File: src/rtl/fdct_pkg.sv
// ----------------------------------------------------------------------------
// fdct_pkg
// Shared types, sequencer states and the cosine basis table for the 8x8
// forward DCT.
// ----------------------------------------------------------------------------
package fdct_pkg;

	localparam int unsigned COEF_FRAC_BITS_DEF = 14;

	// cos(m*pi/16) in unsigned Q32, m = 0..8
	localparam logic [32:0] COS_Q32 [9] = '{
		33'd4294967296, 33'd4212440704, 33'd3968032378, 33'd3571134792,
		33'd3037000500, 33'd2386155981, 33'd1643612827, 33'd837906553,
		33'd0
	};

	typedef enum logic [1:0] {
		ST_FILL,
		ST_ROW,
		ST_COL,
		ST_DRAIN
	} fdct_state_t;

	typedef enum logic {
		PH_ROW,
		PH_COL
	} phase_t;

	// one multiply-accumulate step issued by the sequencer
	typedef struct packed {
		logic       valid;
		phase_t     phase;
		logic       first;
		logic       last;
		logic [5:0] grp;
		logic [2:0] k;
	} issue_t;

	// a finished sum leaving the mac unit
	typedef struct packed {
		logic       valid;
		phase_t     phase;
		logic [5:0] grp;
	} done_t;

	// basis entry c[k][n] with frac fraction bits, rounded half away from zero
	function automatic logic signed [31:0] basis_f(input logic [2:0] k,
		input logic [2:0] n, input int unsigned frac);
		logic [6:0]  prod;
		logic [5:0]  m;
		logic        neg;
		logic [33:0] sum;
		logic [31:0] mag;
		prod = 7'({n, 1'b1}) * 7'(k);
		m    = {1'b0, prod[4:0]};
		neg  = 1'b0;
		if (k == 3'd0) begin
			m = 6'd4;
		end else begin
			if (m > 6'd16) begin
				m = 6'd32 - m;
			end
			if (m > 6'd8) begin
				m   = 6'd16 - m;
				neg = 1'b1;
			end
		end
		sum = 34'(COS_Q32[m[3:0]]) + (34'd1 << (31 - frac));
		mag = 32'(sum >> (32 - frac));
		return neg ? -signed'(mag) : signed'(mag);
	endfunction

endpackage

File: src/rtl/fdct_seq.sv
// ----------------------------------------------------------------------------
// fdct_seq
// Sequencer: counts incoming samples, then steps the shared mac through the
// row pass and the column pass, one step per cycle.
// ----------------------------------------------------------------------------
module fdct_seq (
	input  logic                clk,
	input  logic                arst_n,
	input  logic                accept,
	input  logic                done_last,
	output logic                busy,
	output logic [5:0]          fill_addr,
	output fdct_pkg::issue_t    issue
);
	import fdct_pkg::*;

	fdct_state_t state_q;
	fdct_state_t state_nxt;
	logic [5:0]  fill_q;
	logic [8:0]  step_q;
	logic        step_end;

	assign step_end  = (step_q == '1);
	assign fill_addr = fill_q;

	always_comb begin
		state_nxt = state_q;
		unique case (state_q)
			ST_FILL:  if (accept && (fill_q == '1)) state_nxt = ST_ROW;
			ST_ROW:   if (step_end) state_nxt = ST_COL;
			ST_COL:   if (step_end) state_nxt = ST_DRAIN;
			ST_DRAIN: if (done_last) state_nxt = ST_FILL;
			default:  state_nxt = ST_FILL;
		endcase
	end

	always_comb begin
		busy        = 1'b1;
		issue.valid = 1'b0;
		issue.phase = PH_ROW;
		unique case (state_q)
			ST_FILL:  busy = 1'b0;
			ST_ROW:   issue.valid = 1'b1;
			ST_COL: begin
				issue.valid = 1'b1;
				issue.phase = PH_COL;
			end
			ST_DRAIN: busy = 1'b1;
			default:  busy = 1'b1;
		endcase
		issue.grp   = step_q[8:3];
		issue.k     = step_q[2:0];
		issue.first = (step_q[2:0] == 3'd0);
		issue.last  = (step_q[2:0] == 3'd7);
	end

	always_ff @(posedge clk or negedge arst_n) begin
		if (!arst_n) begin
			state_q <= ST_FILL;
			fill_q  <= '0;
			step_q  <= '0;
		end else begin
			state_q <= state_nxt;
			if (accept) begin
				fill_q <= fill_q + 6'd1;
			end
			if (issue.valid) begin
				step_q <= step_q + 9'd1;
			end
		end
	end

endmodule

File: src/rtl/fdct_mac.sv
// ----------------------------------------------------------------------------
// fdct_mac
// Shared multiply-accumulate unit: registered product, then accumulator
// that restarts on the first step of each eight-term sum.
// ----------------------------------------------------------------------------
module fdct_mac #(
	parameter int unsigned COEF_FRAC_BITS = fdct_pkg::COEF_FRAC_BITS_DEF
) (
	input  logic                                 clk,
	input  logic                                 arst_n,
	input  fdct_pkg::issue_t                     tag,
	input  logic signed [COEF_FRAC_BITS+1:0]     coef,
	input  logic signed [COEF_FRAC_BITS+10:0]    data,
	output fdct_pkg::done_t                      done,
	output logic signed [2*COEF_FRAC_BITS+13:0]  acc
);
	import fdct_pkg::*;

	localparam int unsigned CW = COEF_FRAC_BITS + 2;
	localparam int unsigned TW = COEF_FRAC_BITS + 11;
	localparam int unsigned AW = 2 * COEF_FRAC_BITS + 14;

	logic signed [CW+TW-1:0] prod_full;
	logic signed [AW-1:0]    prod_s2;
	issue_t                  tag_s2;
	logic signed [AW-1:0]    acc_q;
	done_t                   done_q;

	assign prod_full = coef * data;

	always_ff @(posedge clk) begin
		// product is one bit narrower than the accumulator: sign-extend
		prod_s2 <= {{(AW-CW-TW){prod_full[CW+TW-1]}}, prod_full};
		if (tag_s2.valid) begin
			acc_q <= tag_s2.first ? prod_s2 : acc_q + prod_s2;
		end
	end

	always_ff @(posedge clk or negedge arst_n) begin
		if (!arst_n) begin
			tag_s2 <= '0;
			done_q <= '0;
		end else begin
			tag_s2       <= tag;
			done_q.valid <= tag_s2.valid & tag_s2.last;
			done_q.phase <= tag_s2.phase;
			done_q.grp   <= tag_s2.grp;
		end
	end

	assign done = done_q;
	assign acc  = acc_q;

endmodule

File: src/rtl/forward_dct_8x8.sv
// ----------------------------------------------------------------------------
// forward_dct_8x8
// 8x8 two-dimensional DCT-II, row-column form on one shared multiply-
// accumulate unit.
// ----------------------------------------------------------------------------
// usage: drive a sample with start while busy is low; each such beat stores
// one signed 8-bit sample, row-major. busy stays low for the first 63 beats.
// the 64th beat raises busy through the row pass (64 row-transform
// entries, each a sum of 8 terms), the column pass and the pipeline
// drain. the single multiplier does one product a cycle during both
// passes. the column pass produces the 64 coefficients in (u,v)
// row-major order, each on coefficient for exactly one cycle with
// strobe high; last marks the 64th. the receiver cannot hold results
// off, so it must take each strobe beat as it comes. busy falls in the
// cycle after the last coefficient.
// ----------------------------------------------------------------------------
module forward_dct_8x8 #(
	parameter int unsigned COEF_FRAC_BITS = fdct_pkg::COEF_FRAC_BITS_DEF
) (
	input  logic               clk,
	input  logic               arst_n,
	input  logic               start,
	output logic               busy,
	input  logic signed [7:0]  sample,
	output logic               strobe,
	output logic signed [12:0] coefficient,
	output logic               last
);
	import fdct_pkg::*;

	localparam int unsigned CW = COEF_FRAC_BITS + 2;       // basis entry
	localparam int unsigned TW = COEF_FRAC_BITS + 11;      // row-pass sum
	localparam int unsigned AW = 2 * COEF_FRAC_BITS + 14;  // column-pass sum
	localparam int unsigned SH = 2 * COEF_FRAC_BITS + 1;   // final scale
	localparam logic [AW-1:0] BIAS = {{(AW-SH){1'b0}}, {SH{1'b1}}};
	localparam logic [5:0] GRP_LAST = '1;

	logic accept;
	logic [5:0] fill_addr;
	issue_t issue;
	logic done_last;

	// pipeline stage 1: memory reads and basis lookup
	issue_t              tag_s1;
	logic signed [CW-1:0] coef_s1;
	logic [7:0]           sample_rd_s1;
	logic signed [TW-1:0] t_rd_s1;
	logic signed [TW-1:0] mac_data;
	logic [2:0]           basis_k;
	logic signed [31:0]   basis_full;

	done_t                done;
	logic signed [AW-1:0] acc;
	logic signed [AW-1:0] acc_adj;

	// sample store and row-transform store
	logic [7:0]           sample_mem [64];
	logic signed [TW-1:0] t_mem [64];

	logic                 strobe_q;
	logic                 last_q;
	logic signed [12:0]   coefficient_q;

	assign accept = start & ~busy;

	fdct_seq u_seq (
		.clk       (clk),
		.arst_n    (arst_n),
		.accept    (accept),
		.done_last (done_last),
		.busy      (busy),
		.fill_addr (fill_addr),
		.issue     (issue)
	);

	// row pass works on c[v][y], column pass on c[u][x]; n is always the step
	assign basis_k    = (issue.phase == PH_ROW) ? issue.grp[2:0] : issue.grp[5:3];
	assign basis_full = basis_f(basis_k, issue.k, COEF_FRAC_BITS);

	// sample store: written on every accepted beat, read s[x][y] in row pass
	always_ff @(posedge clk) begin
		if (accept) begin
			sample_mem[fill_addr] <= sample;
		end
		sample_rd_s1 <= sample_mem[{issue.grp[5:3], issue.k}];
	end

	// row-transform store: t[x][v] written as each row sum finishes,
	// read column-wise in the column pass
	always_ff @(posedge clk) begin
		if (done.valid && (done.phase == PH_ROW)) begin
			t_mem[done.grp] <= acc[TW-1:0];
		end
		t_rd_s1 <= t_mem[{issue.k, issue.grp[2:0]}];
	end

	always_ff @(posedge clk) begin
		coef_s1 <= basis_full[CW-1:0];
	end

	always_ff @(posedge clk or negedge arst_n) begin
		if (!arst_n) begin
			tag_s1 <= '0;
		end else begin
			tag_s1 <= issue;
		end
	end

	// samples are sign-extended to the width of the row sums
	assign mac_data = (tag_s1.phase == PH_ROW) ?
		{{(TW-8){sample_rd_s1[7]}}, sample_rd_s1} : t_rd_s1;

	fdct_mac #(
		.COEF_FRAC_BITS (COEF_FRAC_BITS)
	) u_mac (
		.clk    (clk),
		.arst_n (arst_n),
		.tag    (tag_s1),
		.coef   (coef_s1),
		.data   (mac_data),
		.done   (done),
		.acc    (acc)
	);

	// scale down by 2^SH, truncating toward zero: bias negatives first
	assign acc_adj = acc + (acc[AW-1] ? BIAS : '0);

	always_ff @(posedge clk) begin
		coefficient_q <= acc_adj[SH+12:SH];
	end

	always_ff @(posedge clk or negedge arst_n) begin
		if (!arst_n) begin
			strobe_q <= 1'b0;
			last_q   <= 1'b0;
		end else begin
			strobe_q <= done.valid & (done.phase == PH_COL);
			last_q   <= done.valid & (done.phase == PH_COL) & (done.grp == GRP_LAST);
		end
	end

	assign done_last   = last_q;
	assign strobe      = strobe_q;
	assign last        = last_q;
	assign coefficient = coefficient_q;

`ifndef SYNTHESIS
	// results only come out while the block is working on a block
	a_strobe_busy: assert property (@(posedge clk) disable iff (!arst_n)
		strobe |-> busy)
		else $error("coefficient beat while not busy");

	// the final coefficient releases the block in the next cycle
	a_last_release: assert property (@(posedge clk) disable iff (!arst_n)
		(strobe && last) |=> !busy)
		else $error("busy held after last coefficient");

	// busy only rises after an accepted sample
	a_busy_rise: assert property (@(posedge clk) disable iff (!arst_n)
		$rose(busy) |-> $past(start))
		else $error("busy rose without a sample beat");
`endif

endmodule
File: config.mk
export PLATFORM = sky130hd
export DESIGN_NAME = forward_dct_8x8
export DESIGN_NICKNAME = d
export VERILOG_FILES = /design/src/rtl/fdct_pkg.sv /design/src/rtl/fdct_seq.sv /design/src/rtl/fdct_mac.sv /design/src/rtl/forward_dct_8x8.sv
export SDC_FILE = /design/constraint.sdc
export NUM_CORES = 2
export LEC_CHECK = 0
export BUFFER_PORTS_ARGS = -buffer_cell sky130_fd_sc_hd__buf_2
export CORE_ASPECT_RATIO = 1.75
export CORE_UTILIZATION = 50
export CTS_CLUSTER_DIAMETER = 30
export DETAILED_ROUTE_END_ITERATION = 7
export PLACE_DENSITY = 0.75
export SLEW_MARGIN = 20
export SYNTH_ARGS = -nofsm -noshare
export SYNTH_HDL_FRONTEND = slang
export SYNTH_SLANG_ARGS = --single-unit
File: constraint.sdc
create_clock -name clk -period 23.9 [get_ports clk]
set_input_delay 2.39 -clock clk [delete_from_list [all_inputs] [get_ports clk]]
set_output_delay 2.39 -clock clk [all_outputs]
set_load 0.03 [all_outputs]
* Yosys cells after proc, flatten, opt, wreduce, memory -nomap -nowiden
Memories as Yosys holds them, arrays and structs flattened. A register that Yosys moved wholly into a read port is not among the register bits. Cells that the tools add are included.
Storage, ports and cells: register bits 159, latch bits 0, RAM bits 2112, bits in read-only memories 528, input port bits 11, output and inout bits 16, memories kept 3
Operators by class: add/sub/neg operators 8, multipliers 2, divide/modulo/power cells 0, $lt $le $gt $ge 3, equality and inequality tests 11, shift operators 0, muxes and demuxes 25, bitwise operators 6, reductions and logical operators 7
Memories:
- t_mem | words 64, width 25, read ports 1, clocked after memory_dff 1, write ports 1, RTL line forward_dct_8x8.sv:58 | logic signed [TW-1:0] t_mem [64];
- (name not given) | words 16, width 33, read ports 1, clocked after memory_dff 0, write ports 0, RTL line fdct_pkg.sv:68 | sum = 34'(COS_Q32[m[3:0]]) + (34'd1 << (31 - frac));
- sample_mem | words 64, width 8, read ports 1, clocked after memory_dff 1, write ports 1, RTL line forward_dct_8x8.sv:57 | logic [7:0] sample_mem [64];
Operators by type and width (number):
- $mux 33 | 2
- $add 42x29->42 | 1
- $add 42x41->42 | 1
- $mux 42 | 1
- $mul 16x25->41 | 1
- $add 33x18->34 const B | 1
- $mux 29 | 1
- $mux 25 | 1
- $mux 16 | 1
- $neg 16->16 | 1
- $eq 6x6->1 const B | 2
- $mux 6 | 2
- $add 9x1->9 const B | 1
- $eq 9x9->1 const B | 1
- $mux 1 | 9
- $mux 2 | 4
- $mux 4 | 2
- $pmux 2 s4 | 1
- $add 6x1->6 const B | 1
- $gt 6x4->1 const B | 1
- $logic_not 3->1 | 2
- $ne 2x1->1 const B | 3
- $sub 6x5->6 const A | 1
- $ge 5x5->1 const B | 1
- 15 further kinds | 20

* Depth between registers and ports, before layout
depth after elaboration 17, mapped depth 32, depth with buffers taken out 30

* Cells and area by module
A second synthesis with hierarchy kept.
Second synthesis, totals: cells, all modules 5805, area total of the unflattened synthesis 105029.5 um^2
By module, submodules not included:
- forward_dct_8x8 | instances 1, cells an instance 3574, area each 84538.6 um^2, seq. area each 65037.4 um^2
- fdct_mac | instances 1, cells an instance 2156, area each 19625.1 um^2, seq. area each 2532.4 um^2
- fdct_seq | instances 1, cells an instance 75, area each 865.8 um^2, seq. area each 425.4 um^2

* Worst setup path before layout
OpenSTA, ideal clock, no wires.
kind register to register, from register u_seq.step_q[0], to register coef_s1[11], arrival 7.582 ns, slack 16.194 ns, cell stages (with the launch flop) 29, period minus slack after synthesis 7.706 ns, cells stage by stage dfrtp_1 clkbuf_1 clkbuf_1 clkbuf_1 clkbuf_1 clkbuf_1 and2_1 fa_1 ha_1 fa_1 xor2_1 xor3_1 a21oi_1 a21o_1 inv_1 ha_1 o211a_1 o31ai_1 a22oi_4 nand2_2 ha_1 inv_1 a211oi_1 ha_1 o21ai_0 or3_1 a221oi_4 a31oi_2 xor2_1
Between the ends: cells in the longest elaborated chain, start to end 14
RTL lines:
- start, declared | RTL line fdct_seq.sv:20 | logic [8:0] step_q;
- start signal, assigned | RTL line fdct_seq.sv:68 | step_q <= step_q + 9'd1;
- $mul 4x3->5 (*) | RTL line fdct_pkg.sv:54 | prod = 7'({n, 1'b1}) * 7'(k);
- $sub 6x5->6 / $gt 5x5->1 (equally long branches) | RTL line fdct_pkg.sv:61, fdct_pkg.sv:60
- $mux 6 (*) | RTL line fdct_pkg.sv:60 | if (m > 6'd16) begin
- $mux 6 (*) | RTL line fdct_pkg.sv:57 | if (k == 3'd0) begin
- $gt 6x4->1 / $sub 1x4->4 (equally long branches) | RTL line fdct_pkg.sv:63, fdct_pkg.sv:64
- $mux 4 | RTL line fdct_pkg.sv:63 | if (m > 6'd8) begin
- $mux 4 | RTL line fdct_pkg.sv:57
- $not 4->5 (not written as such) | RTL line fdct_pkg.sv:68
- $mem_v2 16x33
- $mux 33 (not written as such) (2 in a row) | RTL line fdct_pkg.sv:68
- $add 33x18->34 | RTL line fdct_pkg.sv:68
- $neg 16->16 | RTL line fdct_pkg.sv:70 | return neg ? -signed'(mag) : signed'(mag);
- $mux 16 (*) | RTL line fdct_pkg.sv:70
- named net basis_full[11] | RTL line forward_dct_8x8.sv:50 | logic signed [31:0] basis_full;
- end signal, assigned | RTL line forward_dct_8x8.sv:98 | coef_s1 <= basis_full[CW-1:0];
- end, declared | RTL line forward_dct_8x8.sv:45 | logic signed [CW-1:0] coef_s1;
Mark *: on every way through the listed nets, which the timed path passes. The rest lies on a longest branch. The select of a mux whose other input is x is not followed. A chain may end at the register's enable or synchronous reset.

* Worst setup path in the final report
from register u_seq.step_q[6], to register coef_s1[11]
Between the ends: cells in the longest elaborated chain, start to end 15
RTL lines:
- $mux 3 (*) | RTL line forward_dct_8x8.sv:77 | assign basis_k = (issue.phase == PH_ROW) ? issue.grp[2:0] : issue.grp[5:3];
- $mul 4x3->5 | RTL line fdct_pkg.sv:54
- $sub 6x5->6 / $gt 5x5->1 (equally long branches) | RTL line fdct_pkg.sv:61, fdct_pkg.sv:60
- $mux 6 | RTL line fdct_pkg.sv:60
- $mux 6 | RTL line fdct_pkg.sv:57
- $gt 6x4->1 / $sub 1x4->4 (equally long branches) | RTL line fdct_pkg.sv:63, fdct_pkg.sv:64
- $mux 4 | RTL line fdct_pkg.sv:63
- $mux 4 | RTL line fdct_pkg.sv:57
- $not 4->5 (not written as such) | RTL line fdct_pkg.sv:68
- $mem_v2 16x33
- $mux 33 (not written as such) (2 in a row) | RTL line fdct_pkg.sv:68
- $add 33x18->34 | RTL line fdct_pkg.sv:68
- $neg 16->16 | RTL line fdct_pkg.sv:70
- $mux 16 (*) | RTL line fdct_pkg.sv:70
- named net basis_full[11] | RTL line forward_dct_8x8.sv:50
Marked as above.

==> impl_metrics.csv <==
group,metric,value,unit
run_status,status,"completed",
synthesis,post_synth_xor_xnor_area,0.979,%
timing,timing.max_slew.rel_slack,20.2,%
global_route,grt_overflow,0,
critical_path,cp.required,24.61,ns
global_route,via_count_of_the_first_global_routing_pass,62400,
synthesis,synthCells,6410,
clock_network,cts_hold_buf,0,
power,fin_total_pwr,8860,µW
route,firstDrtPassIters,6,
route,viasPerCell,6.13,
synthesis,synth_area,105000,µm²
critical_path,crit_path_start_kind,"flip-flop",
synthesis,synthesis.yosys.warnings,0,
synthesis,synth_top_flop_cell,"edfxtp_1",
critical_path,crit_path_top_delay_cell,"dfrtp_2",
power,leakagePower,0.0404,µW
clock_network,ctsRootBufferMaster,"clkbuf_16",
timing,setup-tns-final,0,ns
place,placement.cell_area,109000,µm²
clock_network,h-tree-depth,5,
floorplanning,core_region_area,209000,µm²
timing,fin_crit,8.58,ns
timing,final_hold_viol_count,0,
clock_network,cts_made_buffers,295,
critical_path,worst-path-max-fanout,37,
global_route,grt_start_max_net_pins,135,
timing,finalSetupViolations,0,
synthesis,post_synth_mux_area_share,11.9,%
clock_network,cts_tree,"built",
critical_path,critPathKind,"flip-flop to flip-flop",
timing,achievable-frequency,117,MHz
synthesis,ys_seq_elements,2304,
timing,report.final.slew_viol_count,0,
clock_network,clock_sinks,2304,
clock_network,clk_pin_slew,0.06,ns
critical_path,arrival,9.29,ns
synthesis,post_synth_and_or_nand_nor_area_fraction,4.66,%
floorplanning,die_w,349,µm
timing,rsz0062_at_grt,"no",
floorplanning,fp.dieArea,212000,µm²
clock_network,post-cts-setup-buffers,0,
synthesis,largest_family_of_logic_cells_by_synthesized_area,"multiplexers",
synthesis,synth_compound_gate_area_share,5.31,%
synthesis,synth.yosys.seq_area_share,64.6,%
finish,post_route_cells_drive_above_1_share,17.1,%
route,detail_route.drc_violations,0,
synthesis,synth-async-reset-ratio,2.04,%
global_route,initial_antenna_violation_count,2,
job,number_of_maximum_capacitance_constraint_violations,0,
place,dpl.hpwl,165000,µm
critical_path,cp_slowest_stage_delay,1.05,ns
route,wl_per_cell,28.5,µm
timing,measured_slew_at_the_worst_slew_check_pin,1.20,ns
clock_network,clock_path_buffers,4,
finish,final_cell_area,119000,µm²
place,port-buffer-count,26,
clock_network,skew_pair_late_insertion_delay,0.88,ns
finish,area_growth,13.3,%
floorplanning,top_level_ports,27,
global_route,global_route.usage.total,25.8,%
synthesis,synth.avg_cell_area,16.4,µm²
synthesis,netlist-cell-type-count,87,
timing,finalClockSkew,0.0781,ns
hold_path,worst_hold_path_type,"flip-flop to flip-flop",
critical_path,timing.critical_path.mode_cell,"inv_1",
synthesis,edff_count_synth,2154,
timing,timing.final.crit_share,35.9,%
critical_path,critical_path.endpoint_type,"flip-flop",
finish,nets,7160,
route,dr_total_vias,58900,
power,vdd_ir_drop_max,0.000108,V
global_route,first_pass_grt_wire_length,401000,µm
route,routed_wl,274000,µm
route,ant_nets,0,
floorplanning,start_util,50.3,%
floorplanning,placement_rows,222,
place,place.gp.congestion,0.936,
clock_network,cts_resized,0,
floorplanning,die_h,609,µm
synthesis,synthesis.nets,7003,
synthesis,synth_adder_area_share,9.73,%
route,detailedRoute.firstIterationViolations,5689,
power,p_per_area,74.4,nW/µm²
synth_stat cells, types with 41 or more instances:
cell	count	share of area [%]
buf_1	75	0.27
mux4_2	368	7.9
o22ai_1	69	0.41
nor2_1	225	0.80
xnor2_1	82	0.68
ha_1	190	2.3
a211oi_1	61	0.44
mux2i_1	404	3.8
nand2_1	531	1.9
o221ai_1	240	2.0
a21o_1	44	0.31
fa_1	392	7.5
inv_1	458	1.6
clkbuf_1	232	0.83
edfxtp_1	2154	62
o21ai_0	69	0.33
dfrtp_1	47	1.1
a21oi_1	128	0.61
and2_1	136	0.81
nand3_1	41	0.20
dfxtp_1	103	2.0
sequential cells by signal (all words and copies together) (netlist names), 8 cells and up:
signal / flops
coef_s1: 16
coefficient: 13
sample_mem: 512
sample_rd_s1: 8
t_mem: 1600
t_rd_s1: 25
tag_s1: 10
u_mac.acc: 42
u_mac.done: 8
u_mac.prod_s2: 41
u_mac.tag_s2: 10
u_seq.step_q: 9
layer usage:
metal,routed length [µm],track usage [%],up-vias
li1,-,-,24800
met1,87300,27.1,30300
met2,145000,46.4,2891
met3,17600,3.73,885
met4,24100,19.8,2
met5,13,0,-
logic make-up after synthesis:
family	count (synthesis)
multiplexers	787
buffers and inverters	776
adder cells (fa/ha/maj)	582
AND/OR/NAND/NOR	1090
AO/OA/AOI/OAI	757
flip-flops	2304
XOR/XNOR	114
critical path, delay by kind of cell, from the launching register on:
kind | cells | cell delay [ns]
mux | 1 | 0.39
compound gates | 8 | 2.41
flops | 1 | 1.05
fa+ha+maj | 5 | 1.87
xor+xnor | 3 | 1.09
simple gates | 4 | 0.89
buf+inv | 4 | 0.77
power by group:
| part | switching (µW) | total, µW | internal [µW] |
|---|---|---|---|
| clock network | 1810 | 4480 | 2680 |
| registers | 0 | 4360 | 4360 |
| logic | 16.3 | 17.7 | 1.41 |
stage by stage:
step                hold slack (ns)  std cells  utilization (%)  setup slack, ns
CTS                           0.303       9594             56.9            15.44
finish                        0.320       9603             57.0            15.32
global route                  0.322       9602             57.0            14.79
global placement              0.332       9063             52.1            15.62
detailed placement            0.335       9063             52.1            15.49
floorplan                     0.331       6410                -            16.19
worst paths after layout:
path	start	cells after the start	endpoint	slack (ns)
min reg2reg	tag_s1[5]	0	u_mac.tag_s2[5]	0.32
min	tag_s1[5]	0	u_mac.tag_s2[5]	0.32
min in group asynchronous	arst_n	2	u_seq.fill_addr[0]	1.65
max	u_seq.step_q[6]	25	coef_s1[11]	15.32
max in group asynchronous	arst_n	2	u_seq.step_q[2]	21.69
max reg2reg	u_seq.step_q[6]	25	coef_s1[11]	15.32
cells in the final DEF (no fill, tap or decap), types with 102 or more instances in the layout:
cell          n
inv_1       458
and2_1      136
clkbuf_16   303
mux4_2      368
nand2_1     530
mux2i_1     404
nor2_1      159
buf_4       142
fa_1        392
dfxtp_1     102
a21oi_1     128
edfxtp_1   2154
ha_1        190
o221ai_1    239
layout make-up:
cell class / instances / area [µm²]
fill: 15400 / 89800
antenna: 2 / 5.00
timing repair buffer: 176 / 1410
clock inverter: 214 / 2390
tap: 2800 / 3500
inverter: 460 / 1730
multi-input combinational: 3330 / 34500
sequential: 2304 / 67900
clock buffer: 317 / 7630
Note: power is estimated with default switching activity, not from simulation.
